<file path="config.mk">
export PLATFORM = sky130hd
export DESIGN_NAME = adjacent_particle_coulomb_force_unit
export DESIGN_NICKNAME = d
export VERILOG_FILES = /design/src/rtl/apcf_pkg.sv /design/src/rtl/apcf_front.sv /design/src/rtl/apcf_queue.sv /design/src/rtl/apcf_back.sv /design/src/rtl/adjacent_particle_coulomb_force_unit.sv
export SDC_FILE = /design/constraint.sdc
export NUM_CORES = 2
export LEC_CHECK = 0
export BUFFER_PORTS_ARGS = -buffer_cell sky130_fd_sc_hd__buf_2
export CORE_MARGIN = 1
export CORE_UTILIZATION = 40
export CTS_CLUSTER_SIZE = 28
export DETAILED_ROUTE_END_ITERATION = 16
export HOLD_SLACK_MARGIN = 0.03
export PLACE_DENSITY_LB_ADDON = 0.2
export SYNTH_ARGS = -nofsm -noshare
export SYNTH_HDL_FRONTEND = slang
export SYNTH_SLANG_ARGS = --single-unit
export TNS_END_PERCENT = 5
</file>
<file path="constraint.sdc">
create_clock -name clk_i -period 9.5 [get_ports clk_i]
set_input_delay 1.9 -clock clk_i [delete_from_list [all_inputs] [get_ports clk_i]]
set_output_delay 1.9 -clock clk_i [all_outputs]
set_load 0.05 [all_outputs]
</file>
<file path="src/rtl/apcf_pkg.sv">
// Shared types and constants of the adjacent particle Coulomb force unit.
`default_nettype none

package apcf_pkg;

  localparam int unsigned COORD_WIDTH = 16;
  localparam int unsigned FORCE_W     = 48;
  localparam int unsigned DIST_W      = 33;
  localparam int unsigned INDEX_W     = 16;
  localparam int unsigned SQ_W        = 2 * COORD_WIDTH;
  localparam int unsigned SUM_W       = SQ_W + 1;
  localparam int unsigned QUEUE_DEPTH = 2;
  localparam logic [FORCE_W-1:0] FORCE_RESET = FORCE_W'(65536);

  typedef struct packed {
    logic signed [COORD_WIDTH-1:0] pos_x;
    logic signed [COORD_WIDTH-1:0] pos_y;
    logic                          last_in_run;
  } in_word_t;

  typedef struct packed {
    logic [INDEX_W-1:0] particle_index;
    logic               neighbour_is_next;
    logic [DIST_W-1:0]  dist_squared;
    logic [FORCE_W-1:0] force_res;
    logic               zero_distance;
    logic               no_neighbour;
    logic               last_result;
  } out_word_t;

  typedef struct packed {
    logic [INDEX_W-1:0] index;
    logic               take_next;
    logic [SUM_W-1:0]   dist_sq;
    logic               last;
    logic               lone;
  } job_t;

  typedef struct packed {
    logic full;
    logic empty;
  } queue_stat_t;

  typedef enum logic [2:0] {
    F_IDLE,
    F_SQUARE,
    F_SUM,
    F_PUSH_HELD,
    F_PUSH_LAST,
    F_PUSH_LONE
  } front_state_e;

  typedef enum logic [1:0] {
    B_IDLE,
    B_DIV,
    B_DONE
  } back_state_e;

endpackage

`default_nettype wire

</file>
<file path="src/rtl/apcf_front.sv">
// Front end: takes particle words, measures distances and queues result jobs.
`default_nettype none

module apcf_front (
  input  wire                    clk_i,
  input  wire                    rst_ni,
  input  wire                    in_valid_i,
  output logic                   in_stall_o,
  input  apcf_pkg::in_word_t     in_word_i,
  input  apcf_pkg::queue_stat_t  q_stat_i,
  output logic                   push_o,
  output apcf_pkg::job_t         job_o
);
  import apcf_pkg::*;

  front_state_e state_q, state_d;

  logic signed [COORD_WIDTH-1:0] held_x_q, held_y_q, cur_x_q, cur_y_q;
  logic [COORD_WIDTH-1:0]        absdx_q, absdy_q;
  logic [SQ_W-1:0]               sqx_q, sqy_q;
  logic [SUM_W-1:0]              fwd_q, back_dist_q;
  logic [1:0]                    seen_q;
  logic [INDEX_W-1:0]            index_q;
  logic                          cur_last_q;

  logic                          accept;
  logic [COORD_WIDTH:0]          dx, dy, negx, negy;
  logic [COORD_WIDTH-1:0]        absdx_d, absdy_d;
  logic                          take_next;

  assign accept = in_valid_i && (state_q == F_IDLE);

  always_comb begin
    dx      = {in_word_i.pos_x[COORD_WIDTH-1], in_word_i.pos_x}
            - {held_x_q[COORD_WIDTH-1], held_x_q};
    dy      = {in_word_i.pos_y[COORD_WIDTH-1], in_word_i.pos_y}
            - {held_y_q[COORD_WIDTH-1], held_y_q};
    negx    = ~dx + 1'b1;
    negy    = ~dy + 1'b1;
    absdx_d = dx[COORD_WIDTH] ? negx[COORD_WIDTH-1:0] : dx[COORD_WIDTH-1:0];
    absdy_d = dy[COORD_WIDTH] ? negy[COORD_WIDTH-1:0] : dy[COORD_WIDTH-1:0];
  end

  assign take_next = (seen_q == 2'd1) || !(back_dist_q < fwd_q);

  always_comb begin
    state_d = state_q;
    unique case (state_q)
      F_IDLE: begin
        if (accept) begin
          if (seen_q == 2'd0) begin
            state_d = in_word_i.last_in_run ? F_PUSH_LONE : F_IDLE;
          end else begin
            state_d = F_SQUARE;
          end
        end
      end
      F_SQUARE: state_d = F_SUM;
      F_SUM:    state_d = F_PUSH_HELD;
      F_PUSH_HELD: begin
        if (!q_stat_i.full) begin
          state_d = cur_last_q ? F_PUSH_LAST : F_IDLE;
        end
      end
      F_PUSH_LAST, F_PUSH_LONE: begin
        if (!q_stat_i.full) begin
          state_d = F_IDLE;
        end
      end
      default: state_d = F_IDLE;
    endcase
  end

  always_comb begin
    in_stall_o = (state_q != F_IDLE);
    push_o     = 1'b0;
    job_o      = '0;
    unique case (state_q)
      F_PUSH_HELD: begin
        push_o          = !q_stat_i.full;
        job_o.index     = index_q;
        job_o.take_next = take_next;
        job_o.dist_sq   = take_next ? fwd_q : back_dist_q;
      end
      F_PUSH_LAST: begin
        push_o        = !q_stat_i.full;
        job_o.index   = index_q + 1'b1;
        job_o.dist_sq = fwd_q;
        job_o.last    = 1'b1;
      end
      F_PUSH_LONE: begin
        push_o     = !q_stat_i.full;
        job_o.last = 1'b1;
        job_o.lone = 1'b1;
      end
      default: begin
        push_o = 1'b0;
      end
    endcase
  end

  always_ff @(posedge clk_i or negedge rst_ni) begin
    if (!rst_ni) begin
      state_q     <= F_IDLE;
      seen_q      <= 2'd0;
      index_q     <= '0;
      held_x_q    <= '0;
      held_y_q    <= '0;
      back_dist_q <= '0;
    end else begin
      state_q <= state_d;
      if (accept && (seen_q == 2'd0) && !in_word_i.last_in_run) begin
        held_x_q <= in_word_i.pos_x;
        held_y_q <= in_word_i.pos_y;
        index_q  <= '0;
        seen_q   <= 2'd1;
      end
      if ((state_q == F_PUSH_HELD) && !q_stat_i.full && !cur_last_q) begin
        held_x_q    <= cur_x_q;
        held_y_q    <= cur_y_q;
        back_dist_q <= fwd_q;
        index_q     <= index_q + 1'b1;
        seen_q      <= 2'd2;
      end
      if ((state_q == F_PUSH_LAST) && !q_stat_i.full) begin
        held_x_q    <= '0;
        held_y_q    <= '0;
        back_dist_q <= '0;
        index_q     <= '0;
        seen_q      <= 2'd0;
      end
    end
  end

  always_ff @(posedge clk_i) begin
    if (accept) begin
      cur_x_q    <= in_word_i.pos_x;
      cur_y_q    <= in_word_i.pos_y;
      cur_last_q <= in_word_i.last_in_run;
      absdx_q    <= absdx_d;
      absdy_q    <= absdy_d;
    end
    if (state_q == F_SQUARE) begin
      sqx_q <= SQ_W'(absdx_q) * SQ_W'(absdx_q);
      sqy_q <= SQ_W'(absdy_q) * SQ_W'(absdy_q);
    end
    if (state_q == F_SUM) begin
      fwd_q <= SUM_W'(sqx_q) + SUM_W'(sqy_q);
    end
  end

endmodule

`default_nettype wire

</file>
<file path="src/rtl/apcf_queue.sv">
// Short job queue between the front end and the divider back end.
`default_nettype none

module apcf_queue (
  input  wire                    clk_i,
  input  wire                    rst_ni,
  input  wire                    push_i,
  input  apcf_pkg::job_t         job_i,
  input  wire                    pop_i,
  output apcf_pkg::job_t         job_o,
  output apcf_pkg::queue_stat_t  stat_o
);
  import apcf_pkg::*;

  localparam int unsigned PTR_W = (QUEUE_DEPTH > 1) ? $clog2(QUEUE_DEPTH) : 1;
  localparam int unsigned CNT_W = $clog2(QUEUE_DEPTH + 1);

  job_t             entry_q [QUEUE_DEPTH];
  logic [PTR_W-1:0] wr_ptr_q, rd_ptr_q;
  logic [CNT_W-1:0] count_q;

  function automatic logic [PTR_W-1:0] ptr_inc(input logic [PTR_W-1:0] p);
    return (p == PTR_W'(QUEUE_DEPTH - 1)) ? '0 : p + 1'b1;
  endfunction

  assign stat_o.full  = (count_q == CNT_W'(QUEUE_DEPTH));
  assign stat_o.empty = (count_q == '0);
  assign job_o        = entry_q[rd_ptr_q];

  always_ff @(posedge clk_i) begin
    if (push_i) begin
      entry_q[wr_ptr_q] <= job_i;
    end
  end

  always_ff @(posedge clk_i or negedge rst_ni) begin
    if (!rst_ni) begin
      wr_ptr_q <= '0;
      rd_ptr_q <= '0;
      count_q  <= '0;
    end else begin
      if (push_i) begin
        wr_ptr_q <= ptr_inc(wr_ptr_q);
      end
      if (pop_i) begin
        rd_ptr_q <= ptr_inc(rd_ptr_q);
      end
      if (push_i && !pop_i) begin
        count_q <= count_q + 1'b1;
      end else if (pop_i && !push_i) begin
        count_q <= count_q - 1'b1;
      end
    end
  end

endmodule

`default_nettype wire

</file>
<file path="src/rtl/apcf_back.sv">
// Back end: radix-2 force divider and the output register.
`default_nettype none

module apcf_back (
  input  wire                          clk_i,
  input  wire                          rst_ni,
  input  wire [apcf_pkg::FORCE_W-1:0]  force_constant_i,
  input  apcf_pkg::queue_stat_t        q_stat_i,
  input  apcf_pkg::job_t               job_i,
  output logic                         pop_o,
  output logic                         out_valid_o,
  input  wire                          out_stall_i,
  output apcf_pkg::out_word_t          out_word_o
);
  import apcf_pkg::*;

  localparam int unsigned CNT_W = $clog2(FORCE_W);

  back_state_e state_q, state_d;

  job_t               job_q;
  logic [SUM_W:0]     rem_q;
  logic [FORCE_W-1:0] quo_q;
  logic [CNT_W-1:0]   cnt_q;
  logic               out_valid_q;
  out_word_t          out_q;

  logic               special;
  logic [SUM_W:0]     shifted, divisor_ext;
  logic               ge;
  logic               load;
  out_word_t          result;

  assign special     = job_i.lone || (job_i.dist_sq == '0);
  assign shifted     = {rem_q[SUM_W-1:0], quo_q[FORCE_W-1]};
  assign divisor_ext = {1'b0, job_q.dist_sq};
  assign ge          = (shifted >= divisor_ext);

  always_comb begin
    state_d = state_q;
    unique case (state_q)
      B_IDLE: begin
        if (!q_stat_i.empty) begin
          state_d = special ? B_DONE : B_DIV;
        end
      end
      B_DIV: begin
        if (cnt_q == '0) begin
          state_d = B_DONE;
        end
      end
      B_DONE: begin
        if (!out_valid_q || !out_stall_i) begin
          state_d = B_IDLE;
        end
      end
      default: state_d = B_IDLE;
    endcase
  end

  always_comb begin
    pop_o = 1'b0;
    load  = 1'b0;
    unique case (state_q)
      B_IDLE:  pop_o = !q_stat_i.empty;
      B_DONE:  load  = !out_valid_q || !out_stall_i;
      default: pop_o = 1'b0;
    endcase
  end

  always_comb begin
    result                   = '0;
    result.particle_index    = job_q.index;
    result.neighbour_is_next = job_q.take_next;
    result.dist_squared      = DIST_W'(job_q.dist_sq);
    result.last_result       = job_q.last;
    if (job_q.lone) begin
      result.no_neighbour = 1'b1;
    end else if (job_q.dist_sq == '0) begin
      result.zero_distance = 1'b1;
      result.force_res     = '1;
    end else begin
      result.force_res = quo_q;
    end
  end

  always_ff @(posedge clk_i or negedge rst_ni) begin
    if (!rst_ni) begin
      state_q     <= B_IDLE;
      out_valid_q <= 1'b0;
    end else begin
      state_q <= state_d;
      if (load) begin
        out_valid_q <= 1'b1;
      end else if (!out_stall_i) begin
        out_valid_q <= 1'b0;
      end
    end
  end

  always_ff @(posedge clk_i) begin
    if (pop_o) begin
      job_q <= job_i;
      rem_q <= '0;
      quo_q <= force_constant_i;
      cnt_q <= CNT_W'(FORCE_W - 1);
    end
    if (state_q == B_DIV) begin
      rem_q <= ge ? (shifted - divisor_ext) : shifted;
      quo_q <= {quo_q[FORCE_W-2:0], ge};
      cnt_q <= cnt_q - 1'b1;
    end
    if (load) begin
      out_q <= result;
    end
  end

  assign out_valid_o = out_valid_q;
  assign out_word_o  = out_q;

  a_div_count : assert property (@(posedge clk_i) disable iff (!rst_ni)
    (state_q == B_DIV && cnt_q != '0) |=>
      (state_q == B_DIV && cnt_q == $past(cnt_q) - 1'b1))
    else $error("divider step count out of sequence");

  a_div_nonzero : assert property (@(posedge clk_i) disable iff (!rst_ni)
    (state_q == B_DIV) |-> (job_q.dist_sq != '0 && !job_q.lone))
    else $error("divider running on a zero or lone job");

  a_zero_force : assert property (@(posedge clk_i) disable iff (!rst_ni)
    load |=> (out_q.zero_distance == (out_q.dist_squared == '0 && !out_q.no_neighbour)))
    else $error("zero distance flag disagrees with the distance");

endmodule

`default_nettype wire

</file>
<file path="src/rtl/adjacent_particle_coulomb_force_unit.sv">
// Top level of the adjacent particle Coulomb force unit.
//
//   port group      direction  handshake                 word
//   in_*            in         in_valid_i / in_stall_o   apcf_pkg::in_word_t
//   out_*           out        out_valid_o / out_stall_i apcf_pkg::out_word_t
//   cfg_*           in         cfg_we_i                  force constant, 48 bits
//
// The front end holds the first particle of a longer run; one with a predecessor
// passes the square, sum and push-held states; the last of a run adds push-last, and
// a lone particle takes push-lone; a full queue holds each push state. It queues no
// job for the first particle of a longer run, two for the last and one for any other.
// Results pass the 48-step radix-2 divider; lone and zero-distance ones skip it.
// Reset is asynchronous and needs no clearing pass; the force constant resets
// to 1.0. A stalled output holds its word while the divider works on the next job.
`default_nettype none

module adjacent_particle_coulomb_force_unit (
  input  wire                          clk_i,
  input  wire                          rst_ni,
  input  wire                          in_valid_i,
  output logic                         in_stall_o,
  input  apcf_pkg::in_word_t           in_word_i,
  output logic                         out_valid_o,
  input  wire                          out_stall_i,
  output apcf_pkg::out_word_t          out_word_o,
  input  wire                          cfg_we_i,
  input  wire [apcf_pkg::FORCE_W-1:0]  cfg_wdata_i
);
  import apcf_pkg::*;

  logic [FORCE_W-1:0] force_constant_q;
  logic               push, pop;
  job_t               push_job, head_job;
  queue_stat_t        q_stat;

  always_ff @(posedge clk_i or negedge rst_ni) begin
    if (!rst_ni) begin
      force_constant_q <= FORCE_RESET;
    end else if (cfg_we_i) begin
      force_constant_q <= cfg_wdata_i;
    end
  end

  apcf_front u_front (
    .clk_i      (clk_i),
    .rst_ni     (rst_ni),
    .in_valid_i (in_valid_i),
    .in_stall_o (in_stall_o),
    .in_word_i  (in_word_i),
    .q_stat_i   (q_stat),
    .push_o     (push),
    .job_o      (push_job)
  );

  apcf_queue u_queue (
    .clk_i  (clk_i),
    .rst_ni (rst_ni),
    .push_i (push),
    .job_i  (push_job),
    .pop_i  (pop),
    .job_o  (head_job),
    .stat_o (q_stat)
  );

  apcf_back u_back (
    .clk_i            (clk_i),
    .rst_ni           (rst_ni),
    .force_constant_i (force_constant_q),
    .q_stat_i         (q_stat),
    .job_i            (head_job),
    .pop_o            (pop),
    .out_valid_o      (out_valid_o),
    .out_stall_i      (out_stall_i),
    .out_word_o       (out_word_o)
  );

endmodule

`default_nettype wire

</file>
== Word-level counts from Yosys, hierarchy flattened ==
Memories as Yosys holds them, arrays and structs flattened.
Cells that the tools add are included.

* Flip-flop bits (word level): 543
* RAM bits: 104
* Word-level logic and storage cells: 161
* Memories kept: 1

{| class="wikitable"
|+ Memories
! memory !! depth !! width !! read ports !! clocked after memory_dff !! write ports !! line !! source
|-
| u_queue.entry_q || 2 || 52 || 1 || 0 || 1 || apcf_queue.sv:18 || <nowiki>job_t entry_q [QUEUE_DEPTH];</nowiki>
|}

* $mul: 2
* Reductions and logical operators: 36
* Bitwise gates (word level): 2
* Eq/ne operators: 16
* Multiplexer cells: 55
* Order comparisons: 2
* $add $sub $neg: 12

{| class="wikitable"
|+ Operators with widths
! operator !! number
|-
| $mux 33 || 6
|-
| $mux 16 || 11
|-
| $mux 48 || 3
|-
| $logic_not 33->1 || 2
|-
| $pmux 33 s2 || 1
|-
| $mul 16x16->32 || 2
|-
| $add 16x1->16 const B || 3
|-
| $ge 34x33->1 || 1
|-
| $sub 16x16->17 || 2
|-
| $add 32x32->33 || 1
|-
| $lt 33x33->1 || 1
|-
| $sub 33x33->33 || 1
|-
| $not 16->16 || 2
|-
| $pmux 16 s2 || 1
|-
| $mux 2 || 9
|-
| $mux 3 || 6
|-
| $pmux 3 s5 || 1
|-
| $mux 1 || 14
|-
| $mux 6 || 2
|-
| $logic_not 1->1 || 9
|-
| $logic_and 1x1->1 || 8
|-
| $ne 2x1->1 const B || 4
|-
| $eq 3x2->1 const B || 2
|-
| $eq 3x3->1 const B || 2
|-
| 18 further kinds || 31
|}

== Logic depth before layout (Yosys ltp) ==
* Depth in word-level cells: 7
* Depth in mapped cells: 26

== Cells and area by module ==
From an unflattened synthesis, not the netlist that was laid out.

* Cell total of the unflattened synthesis: 4,260
* Area total of the unflattened synthesis: 45,570.0 um^2

{| class="wikitable"
|+ By module, submodules not included
! module !! area each (um^2) !! instances !! cells each
|-
| apcf_front || 28,422.3 || 1 || 3,046
|-
| apcf_back || 11,095.6 || 1 || 935
|-
| apcf_queue || 4,190.3 || 1 || 178
|-
| adjacent_particle_coulomb_force_unit || 1,861.8 || 1 || 101
|}

== Worst setup path after synthesis ==
Ideal clock, no wire load.

* Path type: input-to-reg
* Start: in out_stall_i
* End: reg u_back.out_q (netlist bit u_back.out_word_o[0]), enable pin
* Path slack: 2.111 ns
* Path buffers: 0
* Stages on the path: 1
* Setup time: 0.594 ns
* Arrival time: 6.795 ns
* Data required time: 8.906 ns
* Cells stage by stage: a21oi_1

* Cells in the longest elaborated chain, start to end: 3

{| class="wikitable"
|+ RTL lines
! element !! line !! source
|-
| start, declared || adjacent_particle_coulomb_force_unit.sv:24 || <nowiki>input wire out_stall_i,</nowiki>
|-
| $logic_not 1->1 || apcf_back.sv:66 || <nowiki>B_DONE: load = !out_valid_q || !out_stall_i;</nowiki>
|-
| $logic_or 1x1->1 || apcf_back.sv:66 ||
|-
| $mux 1 || apcf_back.sv:64 || <nowiki>unique case (state_q)</nowiki>
|-
| end signal, assigned || apcf_back.sv:114 || <nowiki>out_q <= result;</nowiki>
|-
| end, declared || apcf_back.sv:26 || <nowiki>out_word_t out_q;</nowiki>
|}

Every way passes these cells.
A chain may end at the register's enable or synchronous reset.

== Worst setup path in the final report ==
* Start: reg u_front.absdy_q[4]
* End: reg u_front.sqy_q[31] (data pin)

* Cells in the longest elaborated chain, start to end: 1

{| class="wikitable"
|+ RTL lines
! element !! line !! source
|-
| start, declared || apcf_front.sv:19 || <nowiki>logic [COORD_WIDTH-1:0] absdx_q, absdy_q;</nowiki>
|-
| start signal, assigned || apcf_front.sv:141 || <nowiki>absdy_q <= absdy_d;</nowiki>
|-
| $mul 16x16->32 || apcf_front.sv:145 || <nowiki>sqy_q <= SQ_W'(absdy_q) * SQ_W'(absdy_q);</nowiki>
|-
| end signal, assigned || apcf_front.sv:145 ||
|-
| end, declared || apcf_front.sv:20 || <nowiki>logic [SQ_W-1:0] sqx_q, sqy_q;</nowiki>
|}

Every way passes these cells.

==> results list <==
- The run finished with clean final reports.
* Met2 Track Usage GR: 30.4%
- For this design, the sink count on the clock tree is 645.
* DRC Markers: 0
- Skew final: 32.2 ps
- RSZ-0062 raised after global routing: false
- Cells resized by post-CTS repair: 0
* Initial Util: 40.6%
- Leaving out fill and tap cells, the most frequent cell in the layout is sky130_fd_sc_hd__inv_1.
* Critical path data arrival time: 7220 ps
- The initial antenna violation count came to 5.
- Total Routed Length: 99300 microns
- Synthesis produced 4037 cells.
- Vias per cell: ~5
- Post-detailed-route count of antenna-violating nets: 0
- Required @ worst endpoint: 9870 ps
* Hold slack final: 414 ps
* Prevailing post-synth register cell: sky130_fd_sc_hd__edfxtp_1
- Total via count in the routed design: around 29k
- Core area: 109000 sq um
* Row cnt: 121
* Total clock buffers created by CTS: 73
- A synthesized cell averages 11.0 sq um.
- Global routing consumed, over all layers together, 18.0% of the routing resources.
- Startpoint kind of the worst setup timing path: flop
- Post-detailed-route wirelength per cell: 17.4 microns
* TritonCTS clock tree: built
- Min-Delay Path Class: flop to flop
- Area grow syn2layout: 11.1%
- Most used cells in the layout excluding fill and tap cells: sky130_fd_sc_hd__inv_1 (681), sky130_fd_sc_hd__edfxtp_1 (504), sky130_fd_sc_hd__nand2_1 (350), sky130_fd_sc_hd__ha_1 (335), sky130_fd_sc_hd__fa_1 (329)
- The first routing iteration left 1556 violations.
* Async S/R FF share, synth: 21.9%
* Final WS setup: 2650 ps
* Setup CP Type: flop to flop
- Final setup viols: 0
* Area of the mapped netlist: about 44000 sq um
- The first detailed-routing pass took 6 iterations.
* Highest net fanout along the worst path: 18
* Number of top-level pins: 189
- Insertion delay to the later sink of the worst-skew pair: 640 ps
* Share of layout cells above drive strength 1: 11.3%
- Proportion of netlist area held by the largest area contributor: 34.1%
- Global routing used 24.2% of the available met1 tracks.
- For the pin with the worst max-slew slack, the measured transition is 1180 ps.
* CTS Root Buffer Type: sky130_fd_sc_hd__clkbuf_16
* EDFF count, synth: 504
* Via count of the first global-routing pass: 29.1k
* Height of the die: approximately 340 microns
- Final standard cell utilization of the core: 45.1%
* Max Clock Freq: 0.146 GHz
- RD Place Congestion: 0.873
- The count of buffers added on input and output ports is 188.
- Worst-case headroom to the max-slew limit: 21.4%
* Max-cap violations: 0
* Net count after synthesis: 4787
- Adding up every negative setup slack in the final design gives 0 ps.
* Die area: 112000 sq um
- Number of distinct library cells after synthesis: roughly 90
- Number of buffers inserted to repair setup after CTS: 0
- Register area share after synthesis: 42.0%
- Post-route fraction of the period consumed by the critical path: 72.1%
- The smallest clock period supported by the final layout is computed as 6850 ps.
- Total congestion overflow after global routing: 0
- Clk pin slew, worst setup/hold paths: 60 ps
- For met3 alone, demand over resource in global routing was 2.24%.
* Hold Fails Final Rpt: 0
* Net count, final: 4932
* Crit path capture type: flop
- Entering global routing, the biggest net connects between 100 and 150 pins.
- Flop and latch count out of synthesis: between 600 and 700
- Library cell with the largest summed area after synthesis: sky130_fd_sc_hd__edfxtp_1
- The wire-length estimate of the detail-placed layout is 74100 microns.
* H-tree depth: 3
- Yosys printed 0 warnings.
- After global routing, the most crowded layer is met2.
* Clock Path Buffers: 3
- Die extent in x: between 300 and 400 microns
- The number of hold buffers added after CTS was 0.
- Dominant cells by area after synthesis: sky130_fd_sc_hd__edfxtp_1 (34%), sky130_fd_sc_hd__fa_1 (15%), sky130_fd_sc_hd__ha_1 (9.4%)
* Worst slack at placement: approximately 2700 ps
- Global-route wire length before repair: 160000 microns
* Count of final max-slew check failures: 0
==> critical path, stage by stage, from the launching register on <==
cell and delay, ps:
sky130_fd_sc_hd__edfxtp_1 850, sky130_fd_sc_hd__nand2_1 180, sky130_fd_sc_hd__fa_1 620, sky130_fd_sc_hd__inv_1 70, sky130_fd_sc_hd__fa_1 470, sky130_fd_sc_hd__fa_1 530, sky130_fd_sc_hd__fa_1 520, sky130_fd_sc_hd__fa_1 540
sky130_fd_sc_hd__inv_1 50, sky130_fd_sc_hd__fa_1 520, sky130_fd_sc_hd__inv_1 40, sky130_fd_sc_hd__ha_1 350, sky130_fd_sc_hd__a21o_1 200, sky130_fd_sc_hd__a21o_1 180, sky130_fd_sc_hd__a221o_1 290, sky130_fd_sc_hd__a22o_1 190
sky130_fd_sc_hd__o31a_1 270, sky130_fd_sc_hd__a21oi_1 280, sky130_fd_sc_hd__o41ai_1 130, sky130_fd_sc_hd__a21oi_1 210, sky130_fd_sc_hd__xnor2_1 80
==> stage by stage <==
step	cells	area, sq um
after floorplan	4037	44400
after global placement	5583	46900
after detailed placement	5583	46900
after CTS	5718	49300
after global routing	5719	49300
final	5719	49300
==> worst paths after layout <==
path | start | end | slack, ps | cells past startpoint
worst min-delay path | u_back.job_q[45] | u_back.out_word_o[94] | 410 | 0
min in group asynchronous | rst_ni | force_constant_q[20] | 1250 | 1
worst max-delay path | u_front.absdy_q[4] | u_front.sqy_q[31] | 2650 | 20
max in group asynchronous | rst_ni | u_queue.rd_ptr_q | 7030 | 2
worst max register to register | u_front.absdy_q[4] | u_front.sqy_q[31] | 2650 | 20
worst min register to register | u_back.job_q[45] | u_back.out_word_o[94] | 410 | 0
==> layout make-up <==
class	count	area (sq um)
flip-flops and latches	645	18700
repair buffers	210	1110
diodes	1	2.50
inverters	682	2560
clock inverters	42	490
multi-input cells	2570	22700
well taps	1476	1850
fillers	10300	60100
clock buffers	93	1960
==> cell usage after synthesis, drive strengths merged (4+ instances only) <==
library cell	number
a21boi	4
o211ai	7
mux2	104
o21bai	16
nor3b	5
and3	24
ha	335
a21oi	138
or2	12
nor2	149
a22o	42
a2bb2oi	4
a22oi	32
nor2b	28
o31a	5
a211oi	23
nor3	26
xor2	51
o21ai	281
a31o	8
o21a	18
mux2i	27
buf	13
nand2	351
nor4	19
clkbuf	127
and4	4
nand2b	24
xnor2	136
nand4	21
fa	329
a31oi	18
dfrtp	140
edfxtp	504
a311o	4
a21o	84
or3	14
a311oi	6
and2	103
nand3	45
o31ai	18
inv	682
==> cells by family after synthesis <==
family                   Yosys count  synth area share, %
adder cells (fa/ha/maj)          664                 24.3
multiplexers                     131                 3.25
AO/OA/AOI/OAI                    751                 10.8
buffers and inverters            822                 7.03
XOR/XNOR                         187                 3.69
AND/OR/NAND/NOR                  837                 8.91
flip-flops                       645                 42.0
==> per-layer routing <==
layer / wire length (microns) / vias up
met5: 34 / -
met4: 2410 / 6
met3: 3340 / 137
met2: 48100 / 491
met1: 45500 / 14000
li1: - / 14000
==> flip-flops by register name, indices dropped and copies added, names as in the netlist, 19 cells and up <==
register,flops
force_constant_q,48
u_back.divisor_ext,33
u_back.job_q,19
u_back.out_word_o,101
u_back.quo_q,48
u_back.rem_q,33
u_front.back_dist_q,33
u_front.fwd_q,33
u_front.sqx_q,31
u_front.sqy_q,31
u_queue.entry_q,104
Power is left out: the tool's default activity adds up to more than one toggle a clock period on the data nets, which glitch-free logic cannot reach.
